[config.mk]
export PLATFORM = sky130hd
export DESIGN_NAME = chained_hash_multimap
export DESIGN_NICKNAME = d
export VERILOG_FILES = /design/src/hcm_pkg.sv /design/src/hcm_ctrl.sv /design/src/hcm_dp.sv /design/src/chained_hash_multimap.sv
export SDC_FILE = /design/constraint.sdc
export NUM_CORES = 2
export LEC_CHECK = 0
export BUFFER_PORTS_ARGS = -buffer_cell sky130_fd_sc_hd__buf_2
export CAP_MARGIN = 20
export CORE_MARGIN = 5
export CORE_UTILIZATION = 55
export CTS_BUF_LIST = sky130_fd_sc_hd__clkbuf_8 sky130_fd_sc_hd__clkbuf_16
export DETAILED_ROUTE_END_ITERATION = 10
export PLACE_DENSITY = 0.74
export SLEW_MARGIN = 10
export SYNTH_ARGS = -nofsm -noshare
export SYNTH_HDL_FRONTEND = slang
export SYNTH_SLANG_ARGS = --single-unit
[constraint.sdc]
create_clock -name i_clk -period 6.4 [get_ports i_clk]
set_clock_uncertainty 0.1 [all_clocks]
set_input_delay 0.64 -clock i_clk [delete_from_list [all_inputs] [get_ports i_clk]]
set_output_delay 0.64 -clock i_clk [all_outputs]
set_load 0.005 [all_outputs]
[src/hcm_pkg.sv]
// Shared codes and control/status structs for the chained hash multimap.
`timescale 1ns / 1ps
`default_nettype none
package hcm_pkg;

    // Operation codes carried in the input beat
    localparam logic [1:0] OP_ADD    = 2'd0;
    localparam logic [1:0] OP_SEARCH = 2'd1;
    localparam logic [1:0] OP_REMOVE = 2'd2;

    // Result status codes
    localparam logic [1:0] ST_OK        = 2'd0;
    localparam logic [1:0] ST_NOT_FOUND = 2'd1;
    localparam logic [1:0] ST_FULL      = 2'd2;

    // Width of the bucket count register
    localparam int CFG_W = 5;
    localparam logic [CFG_W-1:0] BUCKET_RESET = 5'd10;

    // Commands from the controller to the datapath
    typedef struct packed {
        logic       clr_step;   // clear one bucket head
        logic       accept;     // latch input beat, start modulo
        logic       mod_step;   // one restoring-division step
        logic       rd_head;    // read bucket head and link of free node
        logic       add_wr;     // link new node at chain head
        logic       walk_init;  // start chain walk at head
        logic       rd_node;    // read key/value/link of current node
        logic       adv;        // move to next node
        logic       set_pend;   // hold current value as pending hit
        logic       rem_a;      // bypass node from predecessor or head
        logic       rem_b;      // return node to free list
        logic       emit;       // load output register
        logic [1:0] emit_st;
        logic       emit_pend;  // output carries pending value
        logic       emit_last;
    } t_cmd;

    // Status from the datapath to the controller
    typedef struct packed {
        logic       clr_done;
        logic       mod_done;
        logic       out_busy;
        logic [1:0] op;
        logic       free_nil;
        logic       walk_end;
        logic       key_eq;
        logic       val_eq;
        logic       have_pend;
    } t_sts;

endpackage
`default_nettype wire

[src/hcm_ctrl.sv]
// Controller state machine of the chained hash multimap.
`timescale 1ns / 1ps
`default_nettype none
module hcm_ctrl
    import hcm_pkg::*;
(
    input  wire logic i_clk,
    input  wire logic i_rst_n,
    input  wire logic i_in_valid,
    output logic      o_in_ready,
    input  wire t_sts i_sts,
    output t_cmd      o_cmd
);

    typedef enum logic [10:0] {
        S_CLR  = 11'b00000000001,
        S_IDLE = 11'b00000000010,
        S_MOD  = 11'b00000000100,
        S_HEAD = 11'b00000001000,
        S_DISP = 11'b00000010000,
        S_RD   = 11'b00000100000,
        S_CHK  = 11'b00001000000,
        S_REM1 = 11'b00010000000,
        S_REM2 = 11'b00100000000,
        S_END  = 11'b01000000000,
        S_SPARE = 11'b10000000000
    } t_state;

    t_state r_state, n_state;

    assign o_in_ready = (r_state == S_IDLE);

    // State register
    always_ff @(posedge i_clk) begin
        if (!i_rst_n) begin
            r_state <= S_CLR;
        end else begin
            r_state <= n_state;
        end
    end

    // Next state and commands
    always_comb begin
        n_state = r_state;
        o_cmd   = '0;
        unique case (r_state)
            S_CLR: begin
                o_cmd.clr_step = 1'b1;
                if (i_sts.clr_done) n_state = S_IDLE;
            end
            S_IDLE: begin
                if (i_in_valid) begin
                    o_cmd.accept = 1'b1;
                    n_state      = S_MOD;
                end
            end
            S_MOD: begin
                if (i_sts.mod_done) n_state = S_HEAD;
                else o_cmd.mod_step = 1'b1;
            end
            S_HEAD: begin
                o_cmd.rd_head = 1'b1;
                n_state       = S_DISP;
            end
            S_DISP: begin
                unique case (i_sts.op) inside
                    OP_ADD: begin
                        if (!i_sts.out_busy) begin
                            o_cmd.emit      = 1'b1;
                            o_cmd.emit_last = 1'b1;
                            if (i_sts.free_nil) begin
                                o_cmd.emit_st = ST_FULL;
                            end else begin
                                o_cmd.emit_st = ST_OK;
                                o_cmd.add_wr  = 1'b1;
                            end
                            n_state = S_IDLE;
                        end
                    end
                    OP_SEARCH, OP_REMOVE: begin
                        o_cmd.walk_init = 1'b1;
                        n_state         = S_RD;
                    end
                    default: n_state = S_END;
                endcase
            end
            S_RD: begin
                if (i_sts.walk_end) begin
                    n_state = S_END;
                end else begin
                    o_cmd.rd_node = 1'b1;
                    n_state       = S_CHK;
                end
            end
            S_CHK: begin
                if (i_sts.op == OP_SEARCH) begin
                    if (i_sts.key_eq) begin
                        // previous hit goes out once a newer one shows up
                        if (!(i_sts.have_pend && i_sts.out_busy)) begin
                            if (i_sts.have_pend) begin
                                o_cmd.emit      = 1'b1;
                                o_cmd.emit_st   = ST_OK;
                                o_cmd.emit_pend = 1'b1;
                            end
                            o_cmd.set_pend = 1'b1;
                            o_cmd.adv      = 1'b1;
                            n_state        = S_RD;
                        end
                    end else begin
                        o_cmd.adv = 1'b1;
                        n_state   = S_RD;
                    end
                end else begin
                    if (i_sts.key_eq && i_sts.val_eq) begin
                        n_state = S_REM1;
                    end else begin
                        o_cmd.adv = 1'b1;
                        n_state   = S_RD;
                    end
                end
            end
            S_REM1: begin
                o_cmd.rem_a = 1'b1;
                n_state     = S_REM2;
            end
            S_REM2: begin
                if (!i_sts.out_busy) begin
                    o_cmd.rem_b     = 1'b1;
                    o_cmd.emit      = 1'b1;
                    o_cmd.emit_st   = ST_OK;
                    o_cmd.emit_last = 1'b1;
                    n_state         = S_IDLE;
                end
            end
            S_END: begin
                if (!i_sts.out_busy) begin
                    o_cmd.emit      = 1'b1;
                    o_cmd.emit_last = 1'b1;
                    if (i_sts.op == OP_SEARCH && i_sts.have_pend) begin
                        o_cmd.emit_st   = ST_OK;
                        o_cmd.emit_pend = 1'b1;
                    end else begin
                        o_cmd.emit_st = ST_NOT_FOUND;
                    end
                    n_state = S_IDLE;
                end
            end
            default: n_state = S_IDLE;
        endcase
    end

endmodule
`default_nettype wire

[src/hcm_dp.sv]
// Datapath: modulo unit, bucket/node memories, walk registers, output register.
`timescale 1ns / 1ps
`default_nettype none
module hcm_dp
    import hcm_pkg::*;
#(
    parameter int MAX_BUCKETS = 16,
    parameter int POOL_NODES  = 32
) (
    input  wire logic             i_clk,
    input  wire logic             i_rst_n,
    input  wire logic             i_cfg_wr_en,
    input  wire logic [CFG_W-1:0] i_cfg_wr_data,
    input  wire logic [1:0]       i_opcode,
    input  wire logic [31:0]      i_key,
    input  wire logic [31:0]      i_value,
    input  wire t_cmd             i_cmd,
    output t_sts                  o_sts,
    input  wire logic             i_out_ready,
    output logic                  o_out_valid,
    output logic [31:0]           o_found_value,
    output logic [1:0]            o_status,
    output logic                  o_last,
    output logic [5:0]            o_entry_count
);

    localparam int DW = $clog2(MAX_BUCKETS + 1);
    localparam int BW = (MAX_BUCKETS > 1) ? $clog2(MAX_BUCKETS) : 1;
    localparam int NW = $clog2(POOL_NODES + 1);
    localparam int AW = (POOL_NODES > 1) ? $clog2(POOL_NODES) : 1;
    localparam logic [NW-1:0] NIL = NW'(POOL_NODES);
    localparam logic [DW-1:0] MB_D = DW'(MAX_BUCKETS);
    localparam logic [BW-1:0] LAST_B = BW'(MAX_BUCKETS - 1);

    // Configuration and latched beat
    logic [CFG_W-1:0] r_cfg;
    logic [1:0]       r_op;
    logic [31:0]      r_key, r_val;

    // Modulo unit
    logic [31:0]   r_mag;
    logic [DW-1:0] r_rem, r_m, n_rem, w_m;
    logic [5:0]    r_bits;
    logic [DW:0]   w_try;

    // Walk and pool state
    logic [BW-1:0] r_clr;
    logic [NW-1:0] r_p, r_prev, r_steps, r_free;
    logic [5:0]    r_cnt, n_cnt;
    logic [31:0]   r_pend;
    logic          r_have;

    // Memories and their read registers
    logic [NW-1:0] m_heads [MAX_BUCKETS];
    logic [31:0]   m_keys  [POOL_NODES];
    logic [31:0]   m_vals  [POOL_NODES];
    logic [NW-1:0] m_links [POOL_NODES];
    logic [POOL_NODES-1:0] r_lvld;
    logic [NW-1:0] r_head_q, r_lraw_q, r_lidx_q, w_link_q;
    logic          r_lv_q;
    logic [31:0]   r_key_q, r_val_q;
    logic [BW-1:0] w_bkt;
    logic [AW-1:0] w_laddr;

    // Output register
    logic        r_ovld;
    logic [31:0] r_oval;
    logic [1:0]  r_ost;
    logic        r_olast;
    logic [5:0]  r_ocnt;

    // Effective modulus: zero reads as one, saturate at the bucket limit
    always_comb begin
        if (r_cfg == '0) w_m = DW'(1);
        else if (int'(r_cfg) > MAX_BUCKETS) w_m = MB_D;
        else w_m = DW'(r_cfg);
    end

    // One restoring step: shift in a bit, subtract when it fits
    assign w_try = {r_rem, r_mag[31]};
    always_comb begin
        if (w_try >= {1'b0, r_m}) n_rem = DW'(w_try - {1'b0, r_m});
        else n_rem = w_try[DW-1:0];
    end
    assign w_bkt = r_rem[BW-1:0];

    // Config register
    always_ff @(posedge i_clk) begin
        if (!i_rst_n) begin
            r_cfg <= BUCKET_RESET;
        end else if (i_cfg_wr_en) begin
            r_cfg <= i_cfg_wr_data;
        end
    end

    // Beat latch and modulo iteration
    always_ff @(posedge i_clk) begin
        if (!i_rst_n) begin
            r_bits <= '0;
        end else if (i_cmd.accept) begin
            r_op   <= i_opcode;
            r_key  <= i_key;
            r_val  <= i_value;
            r_mag  <= i_key[31] ? (32'd0 - i_key) : i_key;
            r_m    <= w_m;
            r_rem  <= '0;
            r_bits <= '0;
        end else if (i_cmd.mod_step) begin
            r_rem  <= n_rem;
            r_mag  <= {r_mag[30:0], 1'b0};
            r_bits <= r_bits + 6'd1;
        end
    end

    // Entry count after this cycle's update
    always_comb begin
        n_cnt = r_cnt;
        if (i_cmd.add_wr) n_cnt = r_cnt + 6'd1;
        else if (i_cmd.rem_b) n_cnt = r_cnt - 6'd1;
    end

    // Control state of the pool and walk
    always_ff @(posedge i_clk) begin
        if (!i_rst_n) begin
            r_clr  <= '0;
            r_free <= '0;
            r_cnt  <= '0;
            r_have <= 1'b0;
        end else begin
            r_cnt <= n_cnt;
            if (i_cmd.clr_step) r_clr <= r_clr + BW'(1);
            if (i_cmd.add_wr) r_free <= w_link_q;
            else if (i_cmd.rem_b) r_free <= r_p;
            if (i_cmd.walk_init) r_have <= 1'b0;
            else if (i_cmd.set_pend) r_have <= 1'b1;
        end
    end

    // Walk pointers
    always_ff @(posedge i_clk) begin
        if (i_cmd.walk_init) begin
            r_p     <= r_head_q;
            r_prev  <= NIL;
            r_steps <= '0;
        end else if (i_cmd.adv) begin
            r_prev  <= r_p;
            r_p     <= w_link_q;
            r_steps <= r_steps + NW'(1);
        end
        if (i_cmd.set_pend) r_pend <= r_val_q;
    end

    // Bucket head memory
    always_ff @(posedge i_clk) begin
        if (i_cmd.clr_step) m_heads[r_clr] <= NIL;
        else if (i_cmd.add_wr) m_heads[w_bkt] <= r_free;
        else if (i_cmd.rem_a && r_prev == NIL) m_heads[w_bkt] <= w_link_q;
        if (i_cmd.rd_head) r_head_q <= m_heads[w_bkt];
    end

    // Key and value memories
    always_ff @(posedge i_clk) begin
        if (i_cmd.add_wr) begin
            m_keys[r_free[AW-1:0]] <= r_key;
            m_vals[r_free[AW-1:0]] <= r_val;
        end
        if (i_cmd.rd_node) begin
            r_key_q <= m_keys[r_p[AW-1:0]];
            r_val_q <= m_vals[r_p[AW-1:0]];
        end
    end

    // Link memory; an unwritten entry reads as the next node (free list order)
    assign w_laddr = i_cmd.rd_node ? r_p[AW-1:0] : r_free[AW-1:0];
    always_ff @(posedge i_clk) begin
        if (i_cmd.add_wr) m_links[r_free[AW-1:0]] <= r_head_q;
        else if (i_cmd.rem_a && r_prev != NIL) m_links[r_prev[AW-1:0]] <= w_link_q;
        else if (i_cmd.rem_b) m_links[r_p[AW-1:0]] <= r_free;
        if (i_cmd.rd_head || i_cmd.rd_node) begin
            r_lraw_q <= m_links[w_laddr];
            r_lv_q   <= r_lvld[w_laddr];
            r_lidx_q <= NW'(w_laddr);
        end
    end
    assign w_link_q = r_lv_q ? r_lraw_q : (r_lidx_q + NW'(1));

    // Link valid bits
    always_ff @(posedge i_clk) begin
        if (!i_rst_n) begin
            r_lvld <= '0;
        end else begin
            if (i_cmd.add_wr) r_lvld[r_free[AW-1:0]] <= 1'b1;
            else if (i_cmd.rem_a && r_prev != NIL) r_lvld[r_prev[AW-1:0]] <= 1'b1;
            else if (i_cmd.rem_b) r_lvld[r_p[AW-1:0]] <= 1'b1;
        end
    end

    // Output register
    always_ff @(posedge i_clk) begin
        if (!i_rst_n) begin
            r_ovld <= 1'b0;
        end else if (i_cmd.emit) begin
            r_ovld <= 1'b1;
        end else if (i_out_ready) begin
            r_ovld <= 1'b0;
        end
    end
    always_ff @(posedge i_clk) begin
        if (i_cmd.emit) begin
            r_oval  <= i_cmd.emit_pend ? r_pend : 32'd0;
            r_ost   <= i_cmd.emit_st;
            r_olast <= i_cmd.emit_last;
            r_ocnt  <= n_cnt;
        end
    end

    assign o_out_valid   = r_ovld;
    assign o_found_value = r_oval;
    assign o_status      = r_ost;
    assign o_last        = r_olast;
    assign o_entry_count = r_ocnt;

    // Status to the controller
    always_comb begin
        o_sts.clr_done  = (r_clr == LAST_B);
        o_sts.mod_done  = r_bits[5];
        o_sts.out_busy  = r_ovld && !i_out_ready;
        o_sts.op        = r_op;
        o_sts.free_nil  = (r_free == NIL);
        o_sts.walk_end  = (r_p == NIL) || (r_steps == NIL);
        o_sts.key_eq    = (r_key_q == r_key);
        o_sts.val_eq    = (r_val_q == r_val);
        o_sts.have_pend = r_have;
    end

endmodule
`default_nettype wire

[src/chained_hash_multimap.sv]
// Top level of the chained hash multimap: stream ports, controller and datapath.
// Processing: bit-serial modulo of the key, bucket head read and dispatch; search and
//   remove then walk the chain node by node, remove stopping at the matching node.
//   Output back-pressure adds stalls.
// Throughput: one beat at a time; next beat accepted once the last result is loaded.
// Reset: synchronous active low; a clearing pass over all MAX_BUCKETS bucket heads
//   empties them, during which no beat is accepted.
`timescale 1ns / 1ps
`default_nettype none
module chained_hash_multimap
    import hcm_pkg::*;
#(
    parameter int MAX_BUCKETS = 16,
    parameter int POOL_NODES  = 32
) (
    input  wire logic             i_clk,
    input  wire logic             i_rst_n,
    input  wire logic             i_cfg_wr_en,
    input  wire logic [CFG_W-1:0] i_cfg_wr_data,  // bucket_count
    input  wire logic             i_s_axis_tvalid,
    output logic                  o_s_axis_tready,
    input  wire logic [71:0]      i_s_axis_tdata,  // opcode[1:0], key[33:2], value[65:34]
    output logic                  o_m_axis_tvalid,
    input  wire logic             i_m_axis_tready,
    output logic [39:0]           o_m_axis_tdata,  // found_value[31:0], status[33:32],
                                                   // entry_count[39:34]
    output logic                  o_m_axis_tlast
);

    t_cmd        w_cmd;
    t_sts        w_sts;
    logic [31:0] w_val;
    logic [1:0]  w_st;
    logic [5:0]  w_cnt;

    hcm_ctrl u_ctrl (
        .i_clk      (i_clk),
        .i_rst_n    (i_rst_n),
        .i_in_valid (i_s_axis_tvalid),
        .o_in_ready (o_s_axis_tready),
        .i_sts      (w_sts),
        .o_cmd      (w_cmd)
    );

    hcm_dp #(
        .MAX_BUCKETS (MAX_BUCKETS),
        .POOL_NODES  (POOL_NODES)
    ) u_dp (
        .i_clk         (i_clk),
        .i_rst_n       (i_rst_n),
        .i_cfg_wr_en   (i_cfg_wr_en),
        .i_cfg_wr_data (i_cfg_wr_data),
        .i_opcode      (i_s_axis_tdata[1:0]),
        .i_key         (i_s_axis_tdata[33:2]),
        .i_value       (i_s_axis_tdata[65:34]),
        .i_cmd         (w_cmd),
        .o_sts         (w_sts),
        .i_out_ready   (i_m_axis_tready),
        .o_out_valid   (o_m_axis_tvalid),
        .o_found_value (w_val),
        .o_status      (w_st),
        .o_last        (o_m_axis_tlast),
        .o_entry_count (w_cnt)
    );

    assign o_m_axis_tdata = {w_cnt, w_st, w_val};

endmodule
`default_nettype wire

==> results.md <==
- Core ar.: 0.186 mm²
- Synth Area in Compound Gates: 4.13%
- Drt total wl: 257,000 µm
- Worst Reg2Reg Path Length in Cells: 8
- Htree depth: 5
- Drt wl/cell: 31.9 µm
- Post-synth top area share: 76.1%
- Pins over their slew limit: 0
- Hold Path End: u_dp.r_key[2]
- Multiplexer share of the synthesized area: 12.6%
- FFs w/ async S/R, synth: 0%
- Final hold vios: 0
- Hold Crit Depth: 1
- I/O Buffers: 118
- Leakage: 0.0371 µW
- Hold slack: 0.0593 ns
- Slew headroom: 19.7%
- Insertion delay of the later-clocked pin in the worst-skew pair: 0.93 ns
- MaxCap Viol Count: 0
- RSZ-0062 raised after global routing: no
- Place WS: 1.21 ns
- Post-Syn Nets: 5,114
- Via count: 53,200
- Final setup TNS: 0 ns
- Worst setup path category: reg -> reg
- Worst r2r dst: u_dp.o_found_value[17]
- Final setup margin: 1.10 ns
- Share of layout cells above drive strength 1: 22.6%
- Critical path's top delay family: simple AND/OR/NAND/NOR gates
- DIE HEIGHT: 442 µm
- Drt drc: 0
- Area contributors post-synth: edfxtp_1 (76%), mux4_2 (12%), a22oi_1 (1.9%)
- Post-synth top flop: edfxtp_1
- FF+latch count, synth: 2,689
- Largest net degree at the start of global routing: 147
- Clock root buffer: clkbuf_16
- Ports: 125
- Vias in the first global route: 53,300
- GRT Total Usage: 25.9%
- Cell at the slowest stage of the critical path: nor4_1
- Period utilization: 82.8%
- Pre-antenna DRT Iters: 5
- Synth Warn #: 0
- Area delta synth->final: 13.4%
- Uppermost routed layer: met4
- Startpoint type of the worst setup path: register
- Avg Inst Size Synth: 20.5 µm²
- Fmax achieved: 189 MHz
- Effective utilization at floorplan: 55.4%
- Num CTS Buffers: 278
- Adder-Cell Fraction of Synth Area: 0.239%
- Post-Synth XOR/XNOR Area: 0.937%
- Yosys top cell by area: edfxtp_1
- CTS Sinks: 2,689
- Dpl hpwl: 132,000 µm
- Row count: 158
- WL met2: 127,000 µm
- Overflow after GRT: 0
- Req. time, crit path: 6.81 ns
- Setup-failing EPs final: 0
- Clock transition at path regs: 0.06 ns
- Critical Path Fanout Max: 33
- Number of enable flip-flop cells after synthesis: 2,605
- Die area: 0.196 mm²
- Initial antenna violation count: 2
- Final ANT Viol Nets: 0
- Netlist cell types: 77
- CP Buf/Inv Count: 1
- Power density cells: 293 mW/mm²
- WL met1: 93,800 µm
- Via/cell ratio: 6.61
- RePlAce Congestion: 0.839
- Hold Crit Class: in -> reg
- Worst reg2reg startpoint: u_dp.r_key[29]
- Nets: 5,476
- Tmin final: 5.30 ns
- Maximum VDD drop: 0.267 mV
- Worst EP arrival: 5.71 ns
- Synth Area in Simple Gates: 3.23%
- First-pass GRT wire length: 371,000 µm
- Synth Instances: 5,013
- CTS tree: yes
- Status: finished clean
- CTS Buffer Depth: 4
- Min-delay src: i_s_axis_tdata[4]
- Met3 Wirelength: 26,900 µm
- Post-CTS setup buffers: 0
- Worst path cell trace: xnor2_1, nand4_1, nor4_1, nand2_1, nor2_1, nand3_1, a21oi_4, buf_4
- Post-synthesis sequential area ratio: 77.7%
- Worst Tran Pin Value: 1.20 ns
- Post-Syn Area: 0.103 mm²
- Initial DRC count: 7,631
- Worst path max stage delay: 0.83 ns
- Die Width: 442 µm
- Setup slack, reg-to-reg: 1.10 ns
- Worst Setup End Kind: register
- Largest family of logic cells by synthesized area: multiplexers
[cells in the final DEF (no fill, tap or decap), types with 48 or more instances in the layout]
cell / count
a21oi_1: 75
a22oi_1: 261
buf_2: 118
buf_4: 118
clkbuf_16: 282
clkinv_1: 60
dfxtp_1: 84
dlygate4sd3_1: 74
edfxtp_1: 2605
inv_1: 90
mux2i_1: 64
mux4_2: 542
nand2_1: 160
nand4_1: 85
nor2_1: 142
o21ai_0: 92
xnor2_1: 48
xor2_1: 62
[report_power, final]
part           leakage [µW]  switching (µW)  internal [µW]  total, µW
combinational       0.00861             118           84.9        203
clock               0.00424            6400           8420      14800
sequential           0.0242            29.5          19100      19100
[through the flow]
stage | instance area [µm²] | total power (µW) | utilization (%) | std cells
after floorplan | 103000 | 19500 | - | 5013
final | 117000 | 34100 | 62.8 | 8046
after global routing | 117000 | 35100 | 62.8 | 8045
after detailed placement | 107000 | 19600 | 57.9 | 7493
after CTS | 116000 | 34300 | 62.7 | 8037
after global placement | 107000 | 19600 | 57.9 | 7493
[synth_stat cells (4+ instances only)]
cell type	number
o31ai_1	9
nor2_1	178
xor2_1	62
nor4_1	13
nand3_1	46
clkbuf_1	169
and3_1	10
mux2i_1	65
and2_1	46
buf_2	20
dfxtp_1	84
a22oi_1	261
a21oi_1	80
nand3b_1	6
nand2b_1	10
xnor2_1	48
nor3b_1	8
mux4_2	542
o41ai_1	4
a31oi_1	12
nor3_1	45
nand4b_1	5
edfxtp_1	2605
a32oi_1	28
a211oi_1	9
or3_1	4
inv_1	33
nand4_1	85
o32ai_1	8
o21a_1	30
and4_1	5
nor2b_1	7
a221oi_1	42
or4_1	9
mux2_2	7
nand2_1	161
ha_1	18
o21ai_0	95
buf_1	82
[logic make-up after synthesis]
family / count (synthesis)
muxes: 614
xor gates and xnor gates: 110
and+or+nand+nor: 662
DFF: 2689
buffers and inverters: 309
adders and majority gates: 19
AOI/OAI and AO/OA: 609
other: 1
[registers in the layout, summed over array words and instances (netlist names), 6 cells and up]
| name | count |
|---|---|
| u_ctrl.r_state | 11 |
| u_dp.m_heads | 96 |
| u_dp.m_keys | 1024 |
| u_dp.m_links | 192 |
| u_dp.m_vals | 1024 |
| u_dp.o_entry_count | 6 |
| u_dp.o_found_value | 32 |
| u_dp.r_bits | 6 |
| u_dp.r_cnt | 6 |
| u_dp.r_free | 6 |
| u_dp.r_head_q | 6 |
| u_dp.r_key | 32 |
| u_dp.r_key_q | 32 |
| u_dp.r_lraw_q | 6 |
| u_dp.r_lvld | 32 |
| u_dp.r_mag | 32 |
| u_dp.r_p | 6 |
| u_dp.r_pend | 32 |
| u_dp.r_prev | 6 |
| u_dp.r_steps | 6 |
| u_dp.r_val | 32 |
| u_dp.r_val_q | 32 |
[worst max path at each step]
| stage | startpoint | endpoint | slack, ns | depth (start not counted) |
|---|---|---|---|---|
| after floorplan | u_ctrl.r_state[6] | u_dp.r_key[0] | 0.86 | 8 |
| after global placement | u_dp.r_key[29] | u_dp.o_found_value[27] | 1.24 | 8 |
| after detailed placement | u_dp.r_key[29] | u_dp.o_found_value[27] | 1.21 | 8 |
| after CTS | u_dp.r_key[29] | u_dp.o_found_value[17] | 1.18 | 8 |
| after global routing | u_dp.r_key[29] | u_dp.o_found_value[17] | 0.82 | 8 |
| final | u_dp.r_key[29] | u_dp.o_found_value[17] | 1.10 | 8 |
[area by class of cell]
type | instances | area [µm²]
repair buffers | 355 | 3110
clock buffers | 284 | 7080
multi-input cells | 2015 | 22100
inverters | 36 | 138
well taps | 2480 | 3100
flip-flops and latches | 2689 | 79900
fillers | 12100 | 69100
clock inverters | 186 | 1140
diodes | 1 | 2.50
[timing repair]
item	CTS	global route
endpoints found under the setup margin	0	0
hold endpoints to repair	70	0
gates resized for setup	0	0
hold buffers	74	0
[routing by layer]
| layer | track usage (%) | up-vias |
|---|---|---|
| met4 | 8.22 | 0 |
| li1 | - | 21600 |
| met5 | 0 | - |
| met2 | 42.6 | 3394 |
| met1 | 35.5 | 27600 |
| met3 | 5.24 | 550 |
Power figures use the tool's default switching activity.
